[config.mk]
export PLATFORM = sky130hd
export DESIGN_NAME = int32_divide_modulo_unit
export DESIGN_NICKNAME = d
export VERILOG_FILES = /design/src/hw/rtl/ddmu_pkg.sv /design/src/hw/rtl/int32_divide_modulo_unit.sv /design/src/hw/rtl/ddmu_datapath.sv /design/src/hw/rtl/ddmu_ctrl.sv
export SDC_FILE = /design/constraint.sdc
export NUM_CORES = 1
export LEC_CHECK = 0
export ABC_AREA = 1
export BUFFER_PORTS_ARGS = -buffer_cell sky130_fd_sc_hd__buf_4
export CAP_MARGIN = 30
export CORE_MARGIN = 2
export CORE_UTILIZATION = 40
export DETAILED_ROUTE_END_ITERATION = 8
export MAX_ROUTING_LAYER = met4
export PLACE_DENSITY = 0.63
export SETUP_SLACK_MARGIN = 0.1
export SYNTH_ARGS = -nofsm -noshare
export SYNTH_HDL_FRONTEND = slang
export SYNTH_SLANG_ARGS = --single-unit
[constraint.sdc]
create_clock -name clk -period 3 [get_ports clk]
set_input_delay 0.3 -clock clk [delete_from_list [all_inputs] [get_ports clk]]
set_output_delay 0.3 -clock clk [all_outputs]
set_load 0.005 [all_outputs]
[src/hw/rtl/ddmu_pkg.sv]
// ----------------------------------------------------------------------------
// ddmu_pkg: shared types and constants for the 32-bit divide/modulo unit
// Operation codes, widths and the sequencer control bundle.
// ----------------------------------------------------------------------------
package ddmu_pkg;

  localparam int unsigned DATA_W = 32;
  localparam int unsigned OP_W   = 2;
  localparam int unsigned CNT_W  = $clog2(DATA_W);

  typedef logic [DATA_W-1:0] word_t;
  typedef logic [OP_W-1:0]   op_t;

  // Operation codes; bit 1 marks the signed operations
  localparam op_t OP_UQUO = 2'd0;
  localparam op_t OP_UREM = 2'd1;
  localparam op_t OP_SQUO = 2'd2;
  localparam op_t OP_SREM = 2'd3;

  // Divide-by-zero quotients
  localparam word_t UQUO_DIV0 = 32'hffff_ffff;
  localparam word_t SQUO_DIV0 = 32'h7fff_ffff;

  // Strobes from the sequencer to the datapath
  typedef struct packed {
    logic load;   // capture the operands of an accepted transaction
    logic prep;   // take magnitudes, clear the partial remainder
    logic step;   // one conditional-subtract iteration
    logic fix;    // apply sign and special cases, fill the output register
  } ctl_t;

endpackage

[src/hw/rtl/int32_divide_modulo_unit.sv]
// ----------------------------------------------------------------------------
// int32_divide_modulo_unit: 32-bit unsigned/signed divide and modulo
// Sequence: prepare, 32 divide steps, then a fix-up that loads the output
//   register and waits while an earlier result is still unclaimed.
// A new transaction is accepted only while idle, once the previous one has
//   passed fix-up; the single shared 33-bit subtractor retires one quotient
//   bit per cycle during the divide steps.
// Reset: synchronous active-low rst_n clears the sequencer and output valid.
// ----------------------------------------------------------------------------
module int32_divide_modulo_unit (
  input  logic        clk,
  input  logic        rst_n,
  // Input channel
  input  logic        in_tvalid,
  output logic        in_tready,
  input  logic [63:0] in_tdata,   // [31:0] dividend, [63:32] divisor
  input  logic [1:0]  in_tuser,   // [1:0] operation
  // Result channel
  output logic        out_tvalid,
  input  logic        out_tready,
  output logic [31:0] out_tdata   // [31:0] result
);
  import ddmu_pkg::*;

  ctl_t  ctl;
  word_t result;

  // Sequencer: accept one transaction while idle, then step the divider.
  // The output register frees the result side; fix-up waits only when a
  // previous result still sits unclaimed there.
  ddmu_ctrl u_ctrl (
    .clk        (clk),
    .rst_n      (rst_n),
    .in_tvalid  (in_tvalid),
    .in_tready  (in_tready),
    .out_tvalid (out_tvalid),
    .out_tready (out_tready),
    .ctl        (ctl)
  );

  // Datapath: magnitudes for the signed operations, restoring division on
  // magnitudes, then sign correction and the divide-by-zero substitutions.
  // The most negative value by minus one falls out naturally: the magnitude
  // quotient 2^31 is left unnegated, as both signs are negative, and reads as the most negative value.
  ddmu_datapath u_dp (
    .clk         (clk),
    .ctl         (ctl),
    .in_op       (in_tuser[OP_W-1:0]),
    .in_dividend (in_tdata[DATA_W-1:0]),
    .in_divisor  (in_tdata[2*DATA_W-1:DATA_W]),
    .result      (result)
  );

  assign out_tdata = result;

endmodule

[src/hw/rtl/ddmu_datapath.sv]
// ----------------------------------------------------------------------------
// ddmu_datapath: operand registers, shared subtractor and result fix-up
// One restoring shift-and-subtract step per cycle on a remainder/quotient pair.
// ----------------------------------------------------------------------------
module ddmu_datapath (
  input  logic           clk,
  input  ddmu_pkg::ctl_t ctl,
  input  ddmu_pkg::op_t  in_op,
  input  ddmu_pkg::word_t in_dividend,
  input  ddmu_pkg::word_t in_divisor,
  output ddmu_pkg::word_t result
);
  import ddmu_pkg::*;

  op_t   op_r;
  word_t dvd_r;         // raw dividend, kept for the divide-by-zero remainder
  word_t dvs_r;         // raw divisor, then its magnitude
  word_t rem_r;
  word_t quo_r;         // dividend magnitude shifting out, quotient shifting in
  logic  n_neg_r;
  logic  d_neg_r;
  logic  dz_r;
  word_t res_r;

  logic           is_signed;
  word_t          abs_n;
  word_t          abs_d;
  logic [DATA_W:0] shifted;
  logic [DATA_W:0] diff;
  logic           ge;
  word_t          quo_neg;
  word_t          rem_neg;
  word_t          res_nxt;

  assign is_signed = op_r[1];
  assign abs_n     = (is_signed && dvd_r[DATA_W-1]) ? (~dvd_r + 1'b1) : dvd_r;
  assign abs_d     = (is_signed && dvs_r[DATA_W-1]) ? (~dvs_r + 1'b1) : dvs_r;

  // Shared trial subtract: shifted remainder below twice a nonzero divisor
  assign shifted = {rem_r, quo_r[DATA_W-1]};
  assign diff    = shifted - {1'b0, dvs_r};
  assign ge      = ~diff[DATA_W];

  assign quo_neg = ~quo_r + 1'b1;
  assign rem_neg = ~rem_r + 1'b1;

  always_comb begin
    case (op_r)
      OP_UQUO: begin
        res_nxt = dz_r ? UQUO_DIV0 : quo_r;
      end
      OP_UREM: begin
        res_nxt = dz_r ? dvd_r : rem_r;
      end
      OP_SQUO: begin
        res_nxt = dz_r ? SQUO_DIV0 : ((n_neg_r ^ d_neg_r) ? quo_neg : quo_r);
      end
      OP_SREM: begin
        res_nxt = dz_r ? dvd_r : (n_neg_r ? rem_neg : rem_r);
      end
      default: begin
        res_nxt = quo_r;
      end
    endcase
  end

  always_ff @(posedge clk) begin
    if (ctl.load) begin
      op_r  <= in_op;
      dvd_r <= in_dividend;
      dvs_r <= in_divisor;
    end
    if (ctl.prep) begin
      n_neg_r <= is_signed & dvd_r[DATA_W-1];
      d_neg_r <= is_signed & dvs_r[DATA_W-1];
      dz_r    <= (dvs_r == '0);
      dvs_r   <= abs_d;
      quo_r   <= abs_n;
      rem_r   <= '0;
    end
    if (ctl.step) begin
      rem_r <= ge ? diff[DATA_W-1:0] : shifted[DATA_W-1:0];
      quo_r <= {quo_r[DATA_W-2:0], ge};
    end
    if (ctl.fix) begin
      res_r <= res_nxt;
    end
  end

  assign result = res_r;

endmodule

[src/hw/rtl/ddmu_ctrl.sv]
// ----------------------------------------------------------------------------
// ddmu_ctrl: sequencer for the iterative divider
// Walks load, prepare, 32 divide steps and fix-up; owns both handshakes.
// ----------------------------------------------------------------------------
module ddmu_ctrl (
  input  logic           clk,
  input  logic           rst_n,
  input  logic           in_tvalid,
  output logic           in_tready,
  output logic           out_tvalid,
  input  logic           out_tready,
  output ddmu_pkg::ctl_t ctl
);
  import ddmu_pkg::*;

  typedef enum logic [3:0] {
    S_IDLE = 4'b0001,
    S_PREP = 4'b0010,
    S_DIV  = 4'b0100,
    S_FIX  = 4'b1000
  } state_t;

  state_t           state_r, state_nxt;
  logic [CNT_W-1:0] cnt_r, cnt_nxt;
  logic             out_valid_r, out_valid_nxt;
  logic             out_free;

  assign in_tready  = (state_r == S_IDLE);
  assign out_tvalid = out_valid_r;
  assign out_free   = ~out_valid_r | out_tready;

  assign ctl.load = in_tvalid & in_tready;
  assign ctl.prep = (state_r == S_PREP);
  assign ctl.step = (state_r == S_DIV);
  assign ctl.fix  = (state_r == S_FIX) & out_free;

  always_comb begin
    state_nxt = state_r;
    cnt_nxt   = cnt_r;
    case (state_r)
      S_IDLE: begin
        if (ctl.load) begin
          state_nxt = S_PREP;
        end
      end
      S_PREP: begin
        cnt_nxt   = CNT_W'(DATA_W - 1);
        state_nxt = S_DIV;
      end
      S_DIV: begin
        cnt_nxt = cnt_r - 1'b1;
        if (cnt_r == '0) begin
          state_nxt = S_FIX;
        end
      end
      S_FIX: begin
        if (out_free) begin
          state_nxt = S_IDLE;
        end
      end
      default: begin
        state_nxt = S_IDLE;
      end
    endcase
  end

  always_comb begin
    out_valid_nxt = out_valid_r;
    if (out_valid_r && out_tready) begin
      out_valid_nxt = 1'b0;
    end
    if (ctl.fix) begin
      out_valid_nxt = 1'b1;
    end
  end

  always_ff @(posedge clk) begin
    if (!rst_n) begin
      state_r     <= S_IDLE;
      cnt_r       <= '0;
      out_valid_r <= 1'b0;
    end else begin
      state_r     <= state_nxt;
      cnt_r       <= cnt_nxt;
      out_valid_r <= out_valid_nxt;
    end
  end

  a_cnt_down: assert property (@(posedge clk) disable iff (!rst_n)
    (state_r == S_DIV) && (cnt_r != '0) |=> (cnt_r == $past(cnt_r) - 1'b1))
    else $error("divide step counter skipped");

  a_div_exit: assert property (@(posedge clk) disable iff (!rst_n)
    (state_r == S_DIV) && (cnt_r == '0) |=> (state_r == S_FIX))
    else $error("divide loop did not end after last step");

  a_accept_prep: assert property (@(posedge clk) disable iff (!rst_n)
    ctl.load |=> (state_r == S_PREP))
    else $error("accepted transaction did not start preparation");

  a_fix_valid: assert property (@(posedge clk) disable iff (!rst_n)
    ctl.fix |=> out_valid_r && (state_r == S_IDLE))
    else $error("fix-up did not present a result");

endmodule

# Yosys cells after proc, flatten, opt, wreduce, memory -nomap -nowiden
# Cells that the tools add are included.
# totals
reg_bits	175
out_inout_bits	34
word_cells	75
# classes
muxes	23
addsub	6
eq_ne	11
n_reduce_logical	11
bitwise_logic	12
# op_table
operator	n
two-way mux 32 bit	15
adder 32 x 1 -> 32 bit, second input constant	4
inverter 32 bit	4
case mux 32 bit (4 select lines)	1
subtractor 33 x 32 -> 33 bit	1
logical NOT 32 bit	1
case mux 4 bit (4 select lines)	1
two-way mux 4 bit	3
case mux 5 bit (2 select lines)	1
inequality test 2 x 1 -> 1 bit, second input constant	3
nonzero test 2 bit	3
logical NOT 5 bit	1
subtractor 5 x 1 -> 5 bit, second input constant	1
AND 1 bit	4
equality test 2 bit, second input constant	2
equality test 4 x 1 -> 1 bit, second input constant	1
equality test 4 x 2 -> 1 bit, second input constant	1
equality test 4 x 3 -> 1 bit, second input constant	1
equality test 4 bit, second input constant	1
logical AND 1 bit	3
AND reduction 3 bit	1
equality test 2 x 1 -> 1 bit, second input constant	1
logical NOT 2 bit	1
two-way mux 1 bit	2
other kinds (5)	6

# Longest topological paths before layout
# Gate-level depths: netlist of the first run.
# logic_depth
word_depth	5
mapped_depth	17
depth_no_buf	16

# Cells and area by module
# Synthesis of the first run repeated with hierarchy kept, for this count alone.
# hier_totals
hier_cells	2146
hier_area_um2	14375.0
# by_module_without_submodules
mod	instances	cells_per_inst	seq_area_each_um2	area_each_um2
ddmu_datapath	1	2068	4954.8	13842.0
ddmu_ctrl	1	78	200.2	533.0

# Least setup slack after synthesis of the first run
# OpenSTA, ideal clock, no wires.
# synth_path
kind	reg2reg
start	register u_ctrl.state_r[3]
end	register u_dp.dvs_r[10] (enable)
period_less_slack_ns	3.155
setup_time_ns	0.423
arrival_ns	2.732
path_stages_with_launch	8
required_ns	2.577
setup_slack_ns	-0.155
cell_sequence	dfxtp_1 > nor2_1 > inv_1 > nor3_1 > inv_1 > clkbuf_1 > clkbuf_1 > o21ai_1
# synth_between
elab_chain_cells	4
word_cells_on_any_way	6
cone_classes	eq/ne (3); bitwise (1); reduce/logical (2)
# synth_rtl
item	line_no	source
start, declared	ddmu_ctrl.sv:23	state_t state_r, state_nxt;
start signal, assigned	ddmu_ctrl.sv:83	state_r <= state_nxt;
equality test 4 x 1 -> 1 bit	ddmu_ctrl.sv:28	assign in_tready = (state_r == S_IDLE);
AND 1 bit	ddmu_ctrl.sv:32	assign ctl.load = in_tvalid & in_tready;
nonzero test 2 bit (no source line)	--	
AND reduction 2 bit (no source line) (*)	--	
end signal, assigned	ddmu_datapath.sv:71	dvs_r <= in_divisor;
end signal, assigned	ddmu_datapath.sv:77	dvs_r <= abs_d;
end, declared	ddmu_datapath.sv:17	word_t dvs_r;
# Every way passes the cells marked *; elsewhere a longest branch is shown, timed or not.
# A chain may end at the register's enable or synchronous reset.

# Final worst setup path of the first run
# layout_path
start	register u_dp.n_neg_r
end	register u_dp.res_r[23] (netlist: u_dp.result[23]) (data pin)
# layout_between
elab_chain_cells	4
word_cells_on_any_way	6
cone_classes	mux (5); bitwise (1)
# layout_rtl
item	line_no	source
start, declared	ddmu_datapath.sv:20	logic n_neg_r;
start signal, assigned	ddmu_datapath.sv:74	n_neg_r <= is_signed & dvd_r[DATA_W-1];
bitwise XOR 1 bit	ddmu_datapath.sv:56	res_nxt = dz_r ? SQUO_DIV0 : ((n_neg_r ^ d_neg_r) ? quo_neg : quo_r);
two-way mux 32 bit (2 in series)	ddmu_datapath.sv:56	
case mux 32 bit (4 select lines) (*)	ddmu_datapath.sv:48	case (op_r)
net u_dp.res_nxt[23]	ddmu_datapath.sv:33	word_t res_nxt;
end signal, assigned	ddmu_datapath.sv:86	res_r <= res_nxt;
end, declared	ddmu_datapath.sv:23	word_t res_r;
# The timed path passes the listed nets; every way through them passes the cells marked *.

==> results.toml, run 1 <==
[routing]
number_of_drc_violations_after_detailed_routing_iteration_0 = 1829
route.vias.total = 15318
route.detailed.wl_per_inst_um = 19.8
post_detailed_route_drc_marker_count = 0
first_pass_iters = 5
drt_wl_total_mm = 54.9
via_per_inst = 5.53
route.antenna.remaining_nets = 0

[flow_run]
drv.max_cap_violation_count = 0

[run_status]
outcome = "finished clean"

[timing]
hold_slack_ns = 0.0200
finClkSkew_ns = 0.0173
final_max_slew_viol_count = 0
finalSetupViolations = 0
grt_setup_unrepaired = "no"
timing.final.crit_period_ns = 2.73
slew_headroom_pct = 37.4
hold_viol = 0
tightestPinTransition_ns = 0.939
max_clock_freq_mhz = 366
setup_total_negative_slack_ns = 0
period_share_pct = 91.1

[clock_network]
clkSlewWorstSetupHoldPaths_ns = 0.08
cts_buffers = 17
cts_num_sinks = 175
ctsRootBufferMaster = "sky130_fd_sc_hd__clkbuf_16"
cts.path.max_buffers = 2
cts_tree = "yes"
cts_max_level = 4
clk_latency_ns = 0.46

[grt]
gr-usage-met2_pct = 41.1
globalRoute.busiestLayer = "met1"
grt_start_max_net_pins = 92
grt_first_pass_wirelength_mm = 82.7
grt_use_total_pct = 29.6
global_routing_usage_on_met1_pct = 42.0
number_of_global_route_vias_before_repair = 14001
aggregate_global_routing_overflow = 0
global_route.usage.met3_pct = 8.26
initial_antenna_violation_count = 1

[synthesis]
post_synth_num_cell_types = 50
most_used_flip_flop_cell_after_synthesis = "sky130_fd_sc_hd__edfxtp_1"
post-synth-top-area-fraction_pct = 34.2
yosys_register_bits = 175
leading_area_contributor_after_synthesis = "sky130_fd_sc_hd__edfxtp_1"
top_post_synthesis_cells_by_area = "sky130_fd_sc_hd__edfxtp_1 34%, sky130_fd_sc_hd__nand2_1 16%, sky130_fd_sc_hd__inv_1 8.0%"
netlist_area_um2 = 14500
post-synth-top-count-cell = "sky130_fd_sc_hd__nand2_1"
synthArstFlopShare_pct = 0
count_of_mapped_cells_out_of_synthesis = 2192
synth.cells.most_frequent = "630 x sky130_fd_sc_hd__nand2_1, 307 x sky130_fd_sc_hd__inv_1, 306 x sky130_fd_sc_hd__nor2_1, 227 x sky130_fd_sc_hd__nand3_1, 165 x sky130_fd_sc_hd__edfxtp_1"
postSynthNetCount = 2301
sequential_area_share_after_synthesis_pct = 35.6
synth-edff-count = 165
yosys_warnings = 0
avgSynthCellArea_um2 = 6.60

[power_and_ir_drop]
pwr_density_cell_nw_per_um2 = 470
p_leak_nw = 7.68
ir_drop_uv = 399

[worst_setup_path]
worst-endpoint-arrival_ns = 2.84
timing.critical_path.required_ns = 3.11
critical-path-slowest-cell = "sky130_fd_sc_hd__edfxtp_1"
slowest_stage_delay_on_critical_path_ns = 0.42
cp_common_cell = "sky130_fd_sc_hd__nand2_1"
timing.critical_path.to_type = "register"
cpLargestDelayFamily = "simple AND/OR/NAND/NOR gates"
cp_cell_sequence = "inv_1 > nand2_1 > nand2_1 > inv_1 > buf_4 > nand2_1 > a21oi_1 > o21ai_0 > nand4_1"
start_kind = "register"
critical_path.max_fanout = 16
worstSetupPathType = "reg -> reg"
path_buf_inv = 3

[floorplan]
floorplan.initialDensity_pct = 40.7
ios = 104
placementRows = 69
core_region_area_um2 = 35600
die-height_um = 194
die_area_um2 = 37700
fp.dieW_um = 194

[finish]
filler_cell_count = 3731
drive_above_1_share_pct = 9.41
fin_nets = 2403
syn2layout_area_growth_pct = 14.7

[placed_design]
detailed_place_hpwl_mm = 43.3
routabilityCongestion = 0.994
io_buffer_count = 103

[hold_path]
hold_path_class = "in -> reg"
-- routing by layer --
metal / wire length [um] / share of wire [%]
met1: 25200 / 46
met2: 22500 / 41
met3: 5980 / 11
met4: 1270 / 2.3
met5: 0 / 0
-- where the power goes --
part	internal [mW]	switching, mW	total [mW]
Sequential	2.92	0.204	3.12
Clock	1.28	1.15	2.43
Combinational	0.709	1.54	2.25
Total	4.91	2.90	7.80
-- registers in the layout (all words and copies together) (netlist names) --
| register | cells |
|---|---|
| u_ctrl.cnt_r | 5 |
| u_ctrl.out_tvalid | 1 |
| u_ctrl.state_r | 4 |
| u_dp.d_neg_r | 1 |
| u_dp.dvd_r | 32 |
| u_dp.dvs_r | 32 |
| u_dp.dz_r | 1 |
| u_dp.n_neg_r | 1 |
| u_dp.op_r | 2 |
| u_dp.quo_r | 32 |
| u_dp.rem_r | 32 |
| u_dp.result | 32 |
-- cells by family after synthesis --
| logic type | Yosys count | synth area share, % |
|---|---|---|
| DFF | 175 | 35.6 |
| and+or+nand+nor | 1303 | 38.4 |
| buffers and inverters | 378 | 10.1 |
| adders and majority gates | 39 | 3.42 |
| xor gates and xnor gates | 41 | 2.48 |
| AOI/OAI and AO/OA | 256 | 10.0 |
-- what timing repair did --
| action | in CTS | in global routing |
|---|---|---|
| resized for setup | 0 | 5 |
| hold buffers | 2 | 0 |
| setup endpoints to repair | 0 | 17 |
| setup buffers | 0 | 0 |
| hold endpoints to repair | 2 | 0 |
-- worst register-to-register path, stage by stage, from the launching register on --
cell and delay (ns):
sky130_fd_sc_hd__edfxtp_1 0.42, sky130_fd_sc_hd__inv_1 0.28, sky130_fd_sc_hd__nand2_1 0.08, sky130_fd_sc_hd__nand2_1 0.25
sky130_fd_sc_hd__inv_1 0.10, sky130_fd_sc_hd__buf_4 0.21, sky130_fd_sc_hd__nand2_1 0.21, sky130_fd_sc_hd__a21oi_1 0.09
sky130_fd_sc_hd__o21ai_0 0.39, sky130_fd_sc_hd__nand4_1 0.34
-- path summary, 6_finish.rpt --
check	depth (start not counted)	startpoint	endpoint	slack [ns]
worst max-delay path	9	u_dp.n_neg_r	u_dp.result[23]	0.27
worst min-delay path	1	in_tdata[27]	u_dp.dvd_r[27]	0.02
worst max register to register	9	u_dp.n_neg_r	u_dp.result[23]	0.27
worst min register to register	2	u_ctrl.cnt_r[3]	u_ctrl.cnt_r[3]	0.48
-- stage by stage --
step	total power [mW]	util (%)	area, um^2	cells	worst slack, ns
floorplan	4.53	-	14500	2192	0.367
global placement	5.34	44.8	15900	2734	0.383
detailed placement	5.35	44.8	15900	2734	0.313
CTS	7.77	46.6	16600	2768	0.293
global route	8.18	46.7	16600	2768	0.146
finish	7.80	46.7	16600	2769	0.267
-- area by class of cell --
type / count / area [um^2] / share of cell area (%)
multi-input combinational: 1639 / 7900 / 47.6
sequential: 175 / 5150 / 31.1
inverter: 312 / 1170 / 7.06
timing repair buffer: 149 / 1160 / 7.02
tap: 461 / 577 / 3.48
clock buffer: 17 / 425 / 2.56
clock inverter: 15 / 199 / 1.20
antenna: 1 / 2.50 / 0.0151
-- layout by cell type, fill, tap and decap left out, types with 39 or more instances in the layout --
cell type,instances
sky130_fd_sc_hd__inv_1,305
sky130_fd_sc_hd__nand2_1,630
sky130_fd_sc_hd__o21ai_0,123
sky130_fd_sc_hd__nor2_1,305
sky130_fd_sc_hd__buf_4,143
sky130_fd_sc_hd__xor2_1,39
sky130_fd_sc_hd__nand3_1,227
sky130_fd_sc_hd__nand4_1,62
sky130_fd_sc_hd__a21oi_1,63
sky130_fd_sc_hd__edfxtp_1,165
Note: power is estimated with default switching activity, not from simulation.
==> run 2: changes to the inputs <==
Settings changed: CORE_ASPECT_RATIO from default to 0.8.
==> run 2 against run 1 <==
Net effect: final area rose by 1.2%; highest routed layer unchanged; critical endpoint is now u_dp.rem_r[1]; critical path depth increased by 6; global-route usage decreased by 3.0 points.
==> results.toml, run 2 (synthesis gave the netlist of run 1 again) <==
[timing]
finClkSkew_ns = 0.0147
hold_slack_ns = 0.0486
max_clock_freq_mhz = 370
hold_viol = 0
tightestPinTransition_ns = 0.771
period_share_pct = 90.1
postLayoutSetupSlackWorst_ns = 0.296
final_max_slew_viol_count = 0
setup_total_negative_slack_ns = 0
finalSetupViolations = 0
slew_headroom_pct = 48.6
grt_setup_unrepaired = "no"
timing.final.crit_period_ns = 2.70

[clock_network]
clkSlewWorstSetupHoldPaths_ns = 0.07
clk_latency_ns = 0.47
cts_max_level = 4
cts_num_sinks = 175
ctsRootBufferMaster = "sky130_fd_sc_hd__clkbuf_16"
cts_tree = "yes"
cts_buffers = 17
cts.path.max_buffers = 2

[finish]
filler_cell_count = 3665
combined_area_of_the_multi_input_logic_cells_um2 = 7890
drive_above_1_share_pct = 8.75
leading_cell_type_in_the_layout_fill_and_taps_excluded = "sky130_fd_sc_hd__nand2_1"
fin_nets = 2428
sequential_cell_area_um2 = 5150
n_antenna_cell = 0
syn2layout_area_growth_pct = 16.0
mostFrequentLayoutCells = "630 x sky130_fd_sc_hd__nand2_1, 305 x sky130_fd_sc_hd__inv_1, 305 x sky130_fd_sc_hd__nor2_1"

[routing]
route.vias.total = 15366
drt_wl_total_mm = 49.3
post_detailed_route_drc_marker_count = 0
number_of_drc_violations_after_detailed_routing_iteration_0 = 1820
route.antenna.remaining_nets = 0
route.detailed.wl_per_inst_um = 17.5
via_per_inst = 5.46
first_pass_iters = 6

[floorplan]
floorplan.initialDensity_pct = 40.5
fp.dieW_um = 217
core_region_area_um2 = 35800
placementRows = 62
die_area_um2 = 37700
die-height_um = 174
ios = 104

[worst_setup_path]
cp_cell_sequence = "ha_1 > fa_1 > inv_1 > nand2_1 > nand2_1 > nand3_1 > nand2_2 > nand2_2 > nand2_2 > nand2_2 > nand3_2 > buf_6 > nand3_1 > nand2_1 > nor2_1"
timing.critical_path.to_type = "register"
slowest_stage_delay_on_critical_path_ns = 0.44
critical-path-slowest-cell = "sky130_fd_sc_hd__edfxtp_1"
timing.critical_path.required_ns = 3.22
cp_common_cell = "sky130_fd_sc_hd__nand2_2"
worstSetupPathType = "reg -> reg"
start_kind = "register"
path_buf_inv = 2
worst-endpoint-arrival_ns = 2.93
critical_path.max_fanout = 16
cpLargestDelayFamily = "simple AND/OR/NAND/NOR gates"

[power_and_ir_drop]
p_leak_nw = 7.74
pwr_density_cell_nw_per_um2 = 445
ir_drop_uv = 355

[grt]
global_route.usage.met3_pct = 5.46
grt_start_max_net_pins = 72
initial_antenna_violation_count = 0
globalRoute.busiestLayer = "met1"
number_of_global_route_vias_before_repair = 13559
grt_use_total_pct = 26.6
aggregate_global_routing_overflow = 0
global_routing_usage_on_met1_pct = 39.4
grt_first_pass_wirelength_mm = 75.9
gr-usage-met2_pct = 37.0

[placed_design]
routabilityCongestion = 0.981
dpl_worst_slack_ns = 0.300
detailed_place_hpwl_mm = 38.4
io_buffer_count = 103

[flow_run]
drv.max_cap_violation_count = 0

[hold_path]
hold_path_class = "in -> reg"

[run_status]
outcome = "finished clean"
-- run 2: cell count changes in the layout (fill, tap and decap cells not counted), sizes merged --
cell         change
inv              -5
clkinvlp         +2
clkbuf           +8
dlygate4sd3     +32
buf              -7
bufinv           -2
diode            -1
clkinv           -3
-- run 2: final timing paths --
kind         cells after the start                 to             from  slack [ns]
max reg2reg                     15      u_dp.rem_r[1]    u_dp.dvs_r[0]        0.30
max                             15      u_dp.rem_r[1]    u_dp.dvs_r[0]        0.30
min reg2reg                      2    u_ctrl.cnt_r[3]  u_ctrl.cnt_r[3]        0.48
min                              2  u_ctrl.state_r[0]            rst_n        0.05
-- run 2: per-layer routing --
layer  share of wire [%]  vias up
met5                   0        -
met4                 1.5        0
met3                 9.6       57
met2                  41      694
met1                  48     7147
li1                    -     7468
-- run 2: where the power goes --
part	leakage, nW	total, mW	switching, mW	internal, mW
logic	5.86	2.18	1.46	0.723
clock network	0.268	2.19	1.00	1.18
registers	1.60	3.10	0.178	2.92
-- run 2: area by class of cell --
type | count | share of cell area (%)
sequential | 175 | 30.7
clock inverter | 7 | 0.305
clock buffer | 25 | 3.02
inverter | 312 | 6.97
multi-input combinational | 1639 | 46.9
timing repair buffer | 174 | 8.48
tap | 480 | 3.58
-- run 2: metrics by stage --
stage          total power, mW  util (%)  cell area (um^2)  cells
6_report                  7.47      47.0             16800   2812
5_1_grt                   7.85      47.0             16800   2812
4_1_cts                   7.46      46.8             16700   2808
3_5_place_dp              5.24      44.3             15900   2743
3_3_place_gp              5.21      44.3             15900   2743
2_1_floorplan             4.53         -             14500   2192
-- run 2: timing repair --
item	CTS	global route
hold buffers	33	1
hold endpoints to repair	33	1
setup buffers	0	3
setup endpoints to repair	0	26
gates resized for setup	0	3
